[src/hw/rtl/odo_pkg.sv]
// ----------------------------------------------------------------------------
// odo_pkg
// Shared constants, datapath operation codes, the sequencer program and the
// CORDIC arctangent table for the differential drive odometry block.
// ----------------------------------------------------------------------------
package odo_pkg;

  // CORDIC configuration
  localparam int CORDIC_STEPS = 16;
  localparam int ANGLE_BITS   = 16;
  localparam int ANGLE_DROP   = 32 - ANGLE_BITS;
  localparam int ZW           = ANGLE_BITS + 2;

  localparam logic [32:0] ANGLE_RND = 33'(64'd1 << (ANGLE_DROP - 1));
  localparam logic signed [ZW-1:0] Z_FULL    = ZW'(64'd1 << ANGLE_BITS);
  localparam logic signed [ZW-1:0] Z_HALF    = ZW'(64'd1 << (ANGLE_BITS - 1));
  localparam logic signed [ZW-1:0] Z_QUARTER = ZW'(64'd1 << (ANGLE_BITS - 2));

  // Shared restoring divider: 49-bit dividend, 48-bit divisor
  localparam int DIV_BITS = 49;
  localparam int DVS_W    = 48;
  localparam int CNT_W    = 6;

  // Fixed-point constants
  localparam logic [29:0]        INV_2PI_Q32 = 30'd683565276;
  localparam logic signed [32:0] CORDIC_GAIN = 33'sd652032874;
  localparam logic signed [32:0] ONE_Q30     = 33'sd1073741824;
  localparam logic [15:0]        RPM_SCALE   = 16'd60000;

  // Configuration register indexes and reset values
  localparam logic [1:0] CFG_TICKS_PER_CM  = 2'd0;
  localparam logic [1:0] CFG_WHEEL_BASE_CM = 2'd1;
  localparam logic [1:0] CFG_TICKS_PER_REV = 2'd2;

  localparam logic [15:0] RST_TICKS_PER_CM  = 16'd256;
  localparam logic [15:0] RST_WHEEL_BASE_CM = 16'd9216;
  localparam logic [15:0] RST_TICKS_PER_REV = 16'd1060;

  // Datapath operations
  typedef logic [4:0] op_t;
  localparam op_t OP_NONE        = 5'd0;
  localparam op_t OP_LOAD        = 5'd1;
  localparam op_t OP_DELTA       = 5'd2;
  localparam op_t OP_MUL_TW      = 5'd3;
  localparam op_t OP_MUL_TH      = 5'd4;
  localparam op_t OP_MUL_TT      = 5'd5;
  localparam op_t OP_MUL_RPM_L   = 5'd6;
  localparam op_t OP_MUL_RPM_R   = 5'd7;
  localparam op_t OP_MUL_X       = 5'd8;
  localparam op_t OP_MUL_Y       = 5'd9;
  localparam op_t OP_DVS_PROD    = 5'd10;
  localparam op_t OP_DVS_TPC     = 5'd11;
  localparam op_t OP_DIV_PROD    = 5'd12;
  localparam op_t OP_DIV_DL      = 5'd13;
  localparam op_t OP_DIV_DR      = 5'd14;
  localparam op_t OP_DIV_STEP    = 5'd15;
  localparam op_t OP_SET_DTH     = 5'd16;
  localparam op_t OP_SET_LQ      = 5'd17;
  localparam op_t OP_SET_RQ      = 5'd18;
  localparam op_t OP_SET_RPML    = 5'd19;
  localparam op_t OP_SET_RPMR    = 5'd20;
  localparam op_t OP_CORDIC_INIT = 5'd21;
  localparam op_t OP_CORDIC_STEP = 5'd22;
  localparam op_t OP_CORDIC_END  = 5'd23;
  localparam op_t OP_ACC_X       = 5'd24;
  localparam op_t OP_ACC_Y       = 5'd25;
  localparam op_t OP_OUT         = 5'd26;

  typedef struct packed {
    op_t              op;
    logic [CNT_W-1:0] idx;
  } odo_cmd_t;

  localparam logic [4:0] PROG_LAST = 5'd24;

  // Sequencer program, one operation per step
  function automatic op_t prog_op(input logic [4:0] pc);
    op_t op;
    unique case (pc)
      5'd0:    op = OP_DELTA;
      5'd1:    op = OP_MUL_TW;
      5'd2:    op = OP_DVS_PROD;
      5'd3:    op = OP_MUL_TH;
      5'd4:    op = OP_DIV_PROD;
      5'd5:    op = OP_SET_DTH;
      5'd6:    op = OP_DVS_TPC;
      5'd7:    op = OP_DIV_DL;
      5'd8:    op = OP_SET_LQ;
      5'd9:    op = OP_DIV_DR;
      5'd10:   op = OP_SET_RQ;
      5'd11:   op = OP_MUL_TT;
      5'd12:   op = OP_DVS_PROD;
      5'd13:   op = OP_MUL_RPM_L;
      5'd14:   op = OP_DIV_PROD;
      5'd15:   op = OP_SET_RPML;
      5'd16:   op = OP_MUL_RPM_R;
      5'd17:   op = OP_DIV_PROD;
      5'd18:   op = OP_SET_RPMR;
      5'd19:   op = OP_CORDIC_INIT;
      5'd20:   op = OP_CORDIC_END;
      5'd21:   op = OP_MUL_X;
      5'd22:   op = OP_ACC_X;
      5'd23:   op = OP_MUL_Y;
      5'd24:   op = OP_ACC_Y;
      default: op = OP_NONE;
    endcase
    return op;
  endfunction

  // atan(2^-i) in units of 2^-32 turn
  function automatic logic [31:0] atan_q32(input logic [4:0] i);
    logic [31:0] a;
    unique case (i)
      5'd0:    a = 32'd536870912;
      5'd1:    a = 32'd316933406;
      5'd2:    a = 32'd167458907;
      5'd3:    a = 32'd85004756;
      5'd4:    a = 32'd42667331;
      5'd5:    a = 32'd21354465;
      5'd6:    a = 32'd10679838;
      5'd7:    a = 32'd5340245;
      5'd8:    a = 32'd2670163;
      5'd9:    a = 32'd1335087;
      5'd10:   a = 32'd667544;
      5'd11:   a = 32'd333772;
      5'd12:   a = 32'd166886;
      5'd13:   a = 32'd83443;
      5'd14:   a = 32'd41722;
      5'd15:   a = 32'd20861;
      5'd16:   a = 32'd10430;
      5'd17:   a = 32'd5215;
      5'd18:   a = 32'd2608;
      5'd19:   a = 32'd1304;
      5'd20:   a = 32'd652;
      5'd21:   a = 32'd326;
      5'd22:   a = 32'd163;
      5'd23:   a = 32'd81;
      default: a = 32'd0;
    endcase
    return a;
  endfunction

endpackage

[src/hw/rtl/odo_ctrl.sv]
// ----------------------------------------------------------------------------
// odo_ctrl
// Controller: handshakes, program and loop counters. One datapath op per
// cycle unless idle or stalled on the result beat, which it holds until taken.
// ----------------------------------------------------------------------------
module odo_ctrl (
  input  logic             clk,
  input  logic             rst_n,
  input  logic             in_valid,
  output logic             in_stall,
  output logic             out_valid,
  input  logic             out_stall,
  output odo_pkg::odo_cmd_t cmd
);

  localparam logic [1:0] S_IDLE = 2'd0;
  localparam logic [1:0] S_RUN  = 2'd1;
  localparam logic [1:0] S_LOOP = 2'd2;
  localparam logic [1:0] S_FIN  = 2'd3;

  logic [1:0]                 state_r, state_nxt;
  logic [4:0]                 pc_r, pc_nxt;
  logic [odo_pkg::CNT_W-1:0]  cnt_r, cnt_nxt, cnt_last;
  odo_pkg::op_t               loop_op_r, loop_op_nxt, cur_op;
  logic                       out_valid_r, out_valid_nxt;

  assign cur_op   = odo_pkg::prog_op(pc_r);
  assign cnt_last = (loop_op_r == odo_pkg::OP_DIV_STEP) ?
                    odo_pkg::CNT_W'(odo_pkg::DIV_BITS - 1) :
                    odo_pkg::CNT_W'(odo_pkg::CORDIC_STEPS - 1);

  // Sequence the program
  always_comb begin
    state_nxt   = state_r;
    pc_nxt      = pc_r;
    cnt_nxt     = cnt_r;
    loop_op_nxt = loop_op_r;
    cmd.op      = odo_pkg::OP_NONE;
    cmd.idx     = cnt_r;
    unique case (state_r)
      S_IDLE: begin
        if (in_valid) begin
          cmd.op    = odo_pkg::OP_LOAD;
          state_nxt = S_RUN;
          pc_nxt    = 5'd0;
        end
      end
      S_RUN: begin
        cmd.op = cur_op;
        if (cur_op == odo_pkg::OP_DIV_PROD || cur_op == odo_pkg::OP_DIV_DL ||
            cur_op == odo_pkg::OP_DIV_DR) begin
          loop_op_nxt = odo_pkg::OP_DIV_STEP;
          cnt_nxt     = '0;
          state_nxt   = S_LOOP;
        end else if (cur_op == odo_pkg::OP_CORDIC_INIT) begin
          loop_op_nxt = odo_pkg::OP_CORDIC_STEP;
          cnt_nxt     = '0;
          state_nxt   = S_LOOP;
        end else if (pc_r == odo_pkg::PROG_LAST) begin
          state_nxt = S_FIN;
        end else begin
          pc_nxt = pc_r + 5'd1;
        end
      end
      S_LOOP: begin
        cmd.op = loop_op_r;
        if (cnt_r == cnt_last) begin
          state_nxt = S_RUN;
          pc_nxt    = pc_r + 5'd1;
        end else begin
          cnt_nxt = cnt_r + 1'b1;
        end
      end
      S_FIN: begin
        if (!out_valid_r || !out_stall) begin
          cmd.op    = odo_pkg::OP_OUT;
          state_nxt = S_IDLE;
        end
      end
    endcase
  end

  // Raise valid on a new result, drop it once the beat is taken
  always_comb begin
    out_valid_nxt = out_valid_r;
    if (cmd.op == odo_pkg::OP_OUT) begin
      out_valid_nxt = 1'b1;
    end else if (out_valid_r && !out_stall) begin
      out_valid_nxt = 1'b0;
    end
  end

  always_ff @(posedge clk) begin
    if (!rst_n) begin
      state_r     <= S_IDLE;
      pc_r        <= '0;
      cnt_r       <= '0;
      loop_op_r   <= odo_pkg::OP_NONE;
      out_valid_r <= 1'b0;
    end else begin
      state_r     <= state_nxt;
      pc_r        <= pc_nxt;
      cnt_r       <= cnt_nxt;
      loop_op_r   <= loop_op_nxt;
      out_valid_r <= out_valid_nxt;
    end
  end

  assign in_stall  = (state_r != S_IDLE);
  assign out_valid = out_valid_r;

endmodule

[config.mk]
export PLATFORM = sky130hd
export DESIGN_NAME = odo_ctrl
export DESIGN_NICKNAME = d
export VERILOG_FILES = /design/src/hw/rtl/odo_pkg.sv /design/src/hw/rtl/odo_ctrl.sv
export SDC_FILE = /design/constraint.sdc
export NUM_CORES = 1
export LEC_CHECK = 0
export ABC_AREA = 0
export ABC_CLOCK_PERIOD_IN_PS = 3700
export BUFFER_PORTS_ARGS = -buffer_cell sky130_fd_sc_hd__clkbuf_2
export CAP_MARGIN = 10
export CORE_MARGIN = 8
export CORE_UTILIZATION = 58
export DETAILED_ROUTE_END_ITERATION = 6
export HOLD_SLACK_MARGIN = 0.08
export PLACE_DENSITY = 0.79
export SLEW_MARGIN = 20
export SYNTH_ARGS = -nofsm -noshare
export SYNTH_HDL_FRONTEND = slang
export SYNTH_SLANG_ARGS = --single-unit
[constraint.sdc]
create_clock -name clk -period 3.7 [get_ports clk]
set_input_delay 0.37 -clock clk [delete_from_list [all_inputs] [get_ports clk]]
set_output_delay 0.37 -clock clk [all_outputs]
set_load 0.005 [all_outputs]
# After elaboration in Yosys (flattened, before gate mapping)
# Memories as Yosys holds them, arrays and structs flattened. A register that Yosys moved wholly into a read port is not among the register bits.
# Cells that the tools add are included.
[totals]
ff_bits = 19
out_inout_bits = 13
mem_bits_ro = 160
in_bits = 4
n_memories = 1
latchBits = 0
ram_bits = 0
[classes]
n_eq_ne = 20
addsub = 2
mux = 27
shift = 0
bitwise = 0
n_reduce_logical = 16
div_mod_pow = 0
order_cmp = 0
mul = 0
[memory_table]
columns = ["name", "words", "width", "read_ports", "rd_ports_with_merged_regs", "write_ports", "line_no", "text"]
rows = [
  ["(name not given)", 32, 5, 1, 1, 0, "odo_pkg.sv:79", "unique case (pc)"],
]
[ops]
columns = ["op", "count"]
rows = [
  ["$mux 5", 10],
  ["$mux 6", 4],
  ["$eq 5x4->1 const B", 4],
  ["$pmux 5 s4", 1],
  ["$eq 5x5->1 const B", 3],
  ["$pmux 5 s3", 1],
  ["$ne 2x2->1 const B", 7],
  ["$mux 2", 6],
  ["$pmux 6 s2", 1],
  ["$pmux 2 s4", 1],
  ["$reduce_bool 2->1", 4],
  ["$add 6x1->6 const B", 1],
  ["$eq 6x6->1", 1],
  ["$reduce_and 6->1", 1],
  ["$add 5x1->5 const B", 1],
  ["$eq 2x2->1 const B", 2],
  ["$ne 4x4->1 const B", 1],
  ["$reduce_and 4->1", 1],
  ["$logic_or 1x1->1", 3],
  ["$mux 1", 3],
  ["$ne 3x3->1 const B", 1],
  ["$reduce_and 3->1", 1],
  ["$reduce_bool 3->1", 1],
  ["$eq 2x1->1 const B", 1],
  ["other kinds (4)", 5],
]

# Depth between registers and ports, before layout
# Gate-level depths: netlist (run 1).
[depth]
word_depth = 7
ltp_mapped = 14

# Worst setup path before layout (run 1)
# Ideal clock, no wire load.
[synth_timing]
path_type = "register to register"
start = "register cnt_r[1] (netlist name)"
end = "register, netlist name cur_op[3]"
t_required_ps = 3578
path_stages_with_launch = 10
slack_ps = 791
arrival_ps = 2787
setup_ps = 122
period_less_slack_ps = 2909
path_cell_list = "dfxtp_1 > or4b_4 > nor3b_2 > o221ai_2 > nor2_1 > mux2i_1 > inv_1 > ha_1 > and3_1 > o32a_1"
[synth_between]
elab_chain_len = 5
[synth_rtl]
columns = ["element", "line_no", "text"]
rows = [
  ["start: declaration", "odo_ctrl.sv:23", "logic [odo_pkg::CNT_W-1:0] cnt_r, cnt_nxt, cnt_last;"],
  ["start signal: assignment", "odo_ctrl.sv:103", "cnt_r <= cnt_nxt;"],
  ["$eq 6x6->1", "odo_ctrl.sv:67", "if (cnt_r == cnt_last) begin"],
  ["$ne 2x2->1 (no line)", "--", ""],
  ["$reduce_and 6->1 (no line)", "--", ""],
  ["$mux 5 (no line) (2 in series)", "--", ""],
]
# Every way passes these cells.
# A chain may end at the register's enable or synchronous reset.

# Worst setup path after layout (run 1)
[layout_timing]
start = "register state_r[0]"
end = "register, netlist name cur_op[3]"
[layout_between]
elab_chain_len = 5
[layout_rtl]
columns = ["element", "line_no", "text"]
rows = [
  ["start: declaration", "odo_ctrl.sv:21", "logic [1:0] state_r, state_nxt;"],
  ["start signal: assignment", "odo_ctrl.sv:101", "state_r <= state_nxt;"],
  ["$eq 2x1->1, or another cell as far along", "odo_ctrl.sv:40", "unique case (state_r)"],
  ["$ne 2x2->1 (no line) or $reduce_bool 3->1 (tied branches)", "--", ""],
  ["$reduce_and 6->1 (no line)", "--", ""],
  ["$mux 5 (no line) (*) (2 in series)", "--", ""],
]
# Mark *: on every way between the ends. The rest lies on a longest branch, timed or not.

==> impl_metrics.yaml, run 1 <==
clocking:
  clockBufferDepth: 2
  clk_pin_slew_ns: 0.12
  cts-root-buf: "clkbuf_4"
  cts_tree: "done"
  cts_made_buffers: 3
  cts.sinks: 22
  clk_latency_ns: 0.30
  hold_buffers: 0
  htreeDepth: 1
worst_setup_path:
  critPathMaxStageDelay_ns: 0.37
  worstSetupPathDepth: 11
  cp_data_arrival_time_ns: 3.51
  critPathRequiredTime_ns: 3.90
  reg2reg_depth: 11
  crit_family: "compound AO/OA/AOI/OAI gates"
  crit_path_end_kind: "flip-flop"
  critical_path_class: "reg2reg"
  critPathMaxFanout: 10
  cp-start-kind: "flip-flop"
  crit_buf_inv: 3
  path_cells: "inv_1, ha_1, inv_1, or2_2, o221ai_2, or2_2, o32a_1, clkinv_1, mux2i_1, nor2_1, o32a_1"
  crit_slowest_cell: "o32a_1"
power_and_ir_drop:
  pwr-share-clk_pct: 12.0
  power_frac_seq_pct: 32.8
  p_per_area_nw_per_um2: 509.6
  internal-power_w: 0.0004852
  leakage_nw: 0.7430
  comb_power_share_pct: 55.2
  switching_share_pct: 45.76
  p_sw_w: 0.0004094
  ir_drop_mv: 0.4080
status:
  status: "complete, no violations"
routing:
  route.detailed.wl_per_inst_um: 15.13
  vias_per_cell: 6.173
  drc_errors: 0
  firstDrtPassIters: 4
  antenna_left: 0
  drt_iter0_drc: 125
  wl_um: 3768
  vias: 1537
cells_and_area:
  fill_cells: 237
  finalNetCount: 239
  multiInputGateArea_um2: 1099
  fin_util_pct: 64.77
  drive_above_1_share_pct: 16.97
  areaGrowthSynthToFinish_pct: 7.840
  final-seq-area_um2: 440.4
  antennaDiodeCount: 0
  instances_no_fill: 249
timing:
  hold_viol: 0
  min_period_over_period_pct: 89.44
  post-route-min-period_ns: 3.309
  rsz0062_at_grt: "false"
  finalSetupViolCount: 0
  slew_viol_final: 0
  fin_setup_tns_ns: 0
  fmax_ghz: 0.3022
  clock_skew_ns: 0.003264
  worst_slew_pin_slew_ns: 0.4478
  slew_headroom_pct: 69.56
placement:
  place.gp.congestion: 0.9597
  hpwlAfterDp_um: 2887
  portBuffers: 16
  dp_cells: 246
flow_run:
  drv_cap: 0
global_routing:
  grt.total_usage_pct: 17.01
  grt_max_degree: 16
  grt_pass1_wl_um: 6382
  gr-total-overflow: 0
  grt_antenna_before_repair: 0
  grt_pass1_vias: 1426
synthesis:
  synth-edff-count: 0
  yosysUniqueCellTypes: 48
  synthArstFlopShare_pct: 0
  synth_area_per_cell_um2: 8.019
  synth_flop_cell: "dfxtp_1"
  synth-seq-area-share_pct: 27.06
  ys_ff_latch: 22
  synth_area_um2: 1628
  syn-num-nets: 222
  synthCells: 203
  ys_warn_count: 0
floorplan:
  die_area_um2: 4758
  initial_core_util_pct: 60.06
  placementRows: 19
  ios: 17
  dieWidth_um: 68.98
  die_h_um: 68.98
  core_region_area_um2: 2710
hold_path:
  holdPathStages: 3
  hold_class: "in2reg"
-- registers in the layout (all words and copies together), names as in the netlist --
register	cells
cur_op	5
out_valid	1
loop_op_r	3
cnt_r	6
pc_r	5
state_r	2
-- final cells by class --
| type | instances | area share [%] |
|---|---|---|
| multi-input cells | 159 | 62.58 |
| flip-flops and latches | 22 | 25.09 |
| well taps | 31 | 2.210 |
| clock buffers | 3 | 1.283 |
| inverters | 16 | 3.421 |
| repair buffers | 18 | 5.417 |
-- per-layer routing --
metal | wire, um | GRT usage, %
met5 | 0 | 0
met4 | 55 | 7.769
met3 | 232 | 3.231
met2 | 1815 | 28.31
met1 | 1666 | 20.66
-- timing repair --
item,4_1_cts,5_1_grt
resized for setup,0,1
endpoints found under the setup margin,0,3
setup buffers,0,0
-- stage by stage --
stage | instance area (um^2) | hold WS, ns | power [W] | setup WS, ns
6_report | 1755 | 0.3411 | 0.0008946 | 0.3906
5_1_grt | 1755 | 0.3173 | 0.0009725 | 0.1204
4_1_cts | 1752 | 0.3237 | 0.0008818 | 0.2477
3_5_place_dp | 1729 | 0.4883 | 0.0007752 | 0.2612
3_3_place_gp | 1729 | 0.4732 | 0.0007613 | 0.3830
2_1_floorplan | 1628 | 0.4445 | 0.0006626 | 0.7909
-- tightest hold or removal path: stages --
cell      delay [ns]
clkbuf_2        0.09
nand2_1         0.08
a21oi_1         0.06
-- synth_stat cells (2+ instances only) --
cell | instances | area, um^2
inv_1 | 15 | 56.30
a32oi_1 | 2 | 17.52
clkbuf_1 | 3 | 11.26
a22oi_1 | 3 | 22.52
nor4_1 | 2 | 12.51
o32a_1 | 2 | 20.02
nor3_1 | 5 | 25.02
nand3_1 | 7 | 35.03
o21ai_0 | 11 | 55.05
and2b_2 | 2 | 17.52
a21oi_2 | 2 | 17.52
a31oi_1 | 4 | 25.02
a211oi_1 | 3 | 22.52
nand2_1 | 23 | 86.33
nand4_1 | 4 | 25.02
dfxtp_1 | 22 | 440.4
a21boi_0 | 2 | 15.01
o211ai_1 | 2 | 15.01
ha_1 | 15 | 187.7
nor2_1 | 18 | 67.56
mux2_2 | 2 | 22.52
xor2_1 | 6 | 52.55
or2_2 | 3 | 18.77
o22ai_1 | 2 | 12.51
nand2b_1 | 2 | 12.51
buf_2 | 2 | 10.01
a21oi_1 | 9 | 45.04
and3_1 | 2 | 12.51
mux2i_1 | 8 | 80.08
or4b_4 | 2 | 27.53
-- worst paths after layout --
path / startpoint / to / slack (ns)
hold reg to reg: loop_op_r[4] / loop_op_r[4] / 0.51
hold / removal: out_stall / out_valid / 0.34
setup reg to reg: state_r[0] / cur_op[3] / 0.39
setup / recovery: state_r[0] / cur_op[3] / 0.39
-- power by group through the flow --
stage	combinational (W)	clock, W	sequential, W
2_1_floorplan	0.000374	0	0.000289
3_3_place_gp	0.000468	0	0.000294
3_5_place_dp	0.000478	0	0.000298
4_1_cts	0.000479	0.000111	0.000292
5_1_grt	0.000552	0.000123	0.000298
6_report	0.000493	0.000108	0.000294
-- placed cells by master (no fill, tap or decap), types with 7 or more instances in the layout --
cell,Yosys,routed
a21oi_1,9,9
nor2_1,18,18
nand3_1,7,7
nand2_1,23,23
inv_1,15,15
mux2i_1,8,7
dfxtp_1,22,22
ha_1,15,15
o21ai_0,11,11
clkbuf_2,0,16
-- kinds of logic (layout without fill, tap and decap cells) --
family	Yosys count	count (layout)	share of synthesized area (%)
multiplexers	10	10	6.303
buffers and inverters	22	37	5.687
AND/OR/NAND/NOR	76	76	24.13
XOR/XNOR	7	7	3.766
adder cells (fa/ha/maj)	15	15	11.53
AO/OA/AOI/OAI	51	51	21.52
flip-flops	22	22	27.06
(Power assumes the default switching activity.)
==> run 2, diff against run 1 <==
--- a/config.mk
+++ b/config.mk
@@ -10,10 +10,12 @@
 export BUFFER_PORTS_ARGS = -buffer_cell sky130_fd_sc_hd__clkbuf_2
 export CAP_MARGIN = 10
 export CORE_MARGIN = 8
-export CORE_UTILIZATION = 58
+export CORE_UTILIZATION = 61
+export CTS_BUF_LIST = sky130_fd_sc_hd__clkbuf_4
 export DETAILED_ROUTE_END_ITERATION = 6
 export HOLD_SLACK_MARGIN = 0.08
-export PLACE_DENSITY = 0.79
+export PLACE_DENSITY = 0.82
+export RECOVER_POWER = 50
 export SLEW_MARGIN = 20
 export SYNTH_ARGS = -nofsm -noshare
 export SYNTH_HDL_FRONTEND = slang
==> run 2 against run 1 <==
Final cell count did not move. Worst hold slack improved by 0.012 ns. Clock power grew 5%. Clock-buffer cell count unchanged. Sequential power about the same. Critical path depth did not move. Die area decreased by 3.8%. Design area down 0.14%. Wire length increased by 4.9%. Sequential cell count stayed put. Non-clock buffer count did not move.
==> impl_metrics.yaml, run 2 (synthesized netlist as in run 1, its figures left out) <==
worst_setup_path:
  path_cells: "or4b_4, nor3b_2, o221ai_2, or2_2, o21ai_0, nand2_1, inv_1, ha_1, mux2i_1, mux2_2, a21oi_2"
  cp_data_arrival_time_ns: 3.54
  cp-start-kind: "flip-flop"
  crit_buf_inv: 1
  ff2ff_setup_slack_ns: 0.41
  crit_family: "simple AND/OR/NAND/NOR gates"
  critPathMaxStageDelay_ns: 0.55
  crit_path_end_kind: "flip-flop"
  r2r-start: "cnt_r[1]"
  crit_slowest_cell: "or4b_4"
  critPathRequiredTime_ns: 3.95
  timing.rr.end: "cur_op[0]"
  critPathMaxFanout: 8
  critical_path_class: "reg2reg"
  reg2reg_depth: 11
timing:
  fin_setup_tns_ns: 0
  fmax_ghz: 0.3039
  clock_skew_ns: 0.01947
  hold_viol: 0
  rsz0062_at_grt: "false"
  holdWs_ns: 0.3534
  slew_headroom_pct: 66.66
  post-route-min-period_ns: 3.290
  min_period_over_period_pct: 88.93
  finalSetupViolCount: 0
  slew_viol_final: 0
  worst_slew_pin_slew_ns: 0.4955
global_routing:
  grt-busiest-layer: "met2"
  grt_antenna_before_repair: 0
  grt_max_degree: 16
  gr-total-overflow: 0
  grt_pass1_wl_um: 6479
  met3_usage_pct: 2.649
  met1_usage_pct: 20.25
  grt_use_met2_pct: 31.12
  grt.total_usage_pct: 17.77
  grt_pass1_vias: 1477
power_and_ir_drop:
  leakage_nw: 0.7308
  ir_drop_mv: 0.3062
  p_per_area_nw_per_um2: 518.3
  power_w: 0.0009085
floorplan:
  core_region_area_um2: 2500
  ios: 17
  placementRows: 18
  dieWidth_um: 67.66
  die_h_um: 67.66
  initial_core_util_pct: 65.12
  die_area_um2: 4577
clocking:
  cts_resized: 0
  cts_tree: "done"
  clk_latency_ns: 0.32
  cts_made_buffers: 3
  cts-root-buf: "clkbuf_4"
  hold_buffers: 0
  cts.sinks: 22
  htreeDepth: 1
  clockBufferDepth: 2
  clk_pin_slew_ns: 0.13
  post_cts_buffers: 0
routing:
  antenna_left: 0
  firstDrtPassIters: 4
  route.detailed.wl_per_inst_um: 15.88
  vias: 1583
  drt_iter0_drc: 186
  vias_per_cell: 6.357
  wl_um: 3953
  drc_errors: 0
cells_and_area:
  fill_cells: 208
  regMostFlops: "cnt_r"
  fin_util_pct: 70.12
  drive_above_1_share_pct: 15.07
  mostFrequentLayoutCells: "23 x nand2_1, 22 x dfxtp_1, 18 x nor2_1, 15 x inv_1, 15 x ha_1"
  final-seq-area_um2: 440.4
  antennaDiodeCount: 0
  multiInputGateArea_um2: 1099
  stdcell_area_um2: 1753
  layout_commonest_cell: "nand2_1"
  finalNetCount: 239
  areaGrowthSynthToFinish_pct: 7.686
  largest_reg_flops: 6
placement:
  hpwlAfterDp_um: 3033
  place.gp.congestion: 0.8957
  postPlaceCellArea_um2: 1728
  portBuffers: 16
hold_path:
  holdPathStages: 3
  hold_start: "out_stall"
  hold_end: "out_valid"
  hold_class: "in2reg"
flow_run:
  drv_cap: 0
status:
  status: "complete, no violations"
run 2: cell count changes in the layout (fill, tap and decap cells not counted):
cell,previous run,this run
clkinv_1,1,2
clkbuf_2,16,12
clkbuf_1,0,4
run 2: worst register-to-register path, cell delays in order (launching register included):
cell      delay, ns
dfxtp_1        0.40
or4b_4         0.55
nor3b_2        0.26
o221ai_2       0.22
or2_2          0.37
o21ai_0        0.25
nand2_1        0.21
inv_1          0.21
ha_1           0.22
mux2i_1        0.10
mux2_2         0.29
a21oi_2        0.14
run 2: area by class of cell:
cell class / count / share of cell area (%)
sequential: 22 / 25.12
multi-input combinational: 159 / 62.67
timing repair buffer: 18 / 5.139
clock inverter: 1 / 0.2141
inverter: 16 / 3.426
clock buffer: 3 / 1.285
tap: 30 / 2.141
run 2: stage by stage:
step	setup WS [ns]	instances
2_1_floorplan	0.7909	203
3_3_place_gp	0.5151	245
3_5_place_dp	0.3206	245
4_1_cts	0.2974	249
5_1_grt	0.1359	249
6_report	0.4096	249
run 2: worst max-delay path by stage:
| stage | start | to | depth (start not counted) |
|---|---|---|---|
| 5_1_grt | state_r[0] | cur_op[0] | 12 |
| 3_5_place_dp | state_r[0] | cur_op[3] | 11 |
| 3_3_place_gp | state_r[0] | cur_op[3] | 11 |
| 4_1_cts | state_r[0] | cur_op[0] | 12 |
| 6_report | cnt_r[1] | cur_op[0] | 11 |
| 2_1_floorplan | cnt_r[1] | cur_op[3] | 9 |
run 2: where the power goes:
part | total [W] | switching [W] | leakage (nW) | internal, W
logic | 0.000503 | 0.000319 | 0.538 | 0.000185
registers | 0.000292 | 0.0000296 | 0.178 | 0.000262
clock network | 0.000113 | 0.0000739 | 0.0154 | 0.0000395
total | 0.000908 | 0.000422 | 0.731 | 0.000486
run 2: per-layer routing:
| layer | up-vias | share of wire (%) |
|---|---|---|
| met4 | 0 | 2.6 |
| li1 | 756 | - |
| met5 | - | 0 |
| met3 | 10 | 7.1 |
| met1 | 745 | 42 |
| met2 | 72 | 49 |
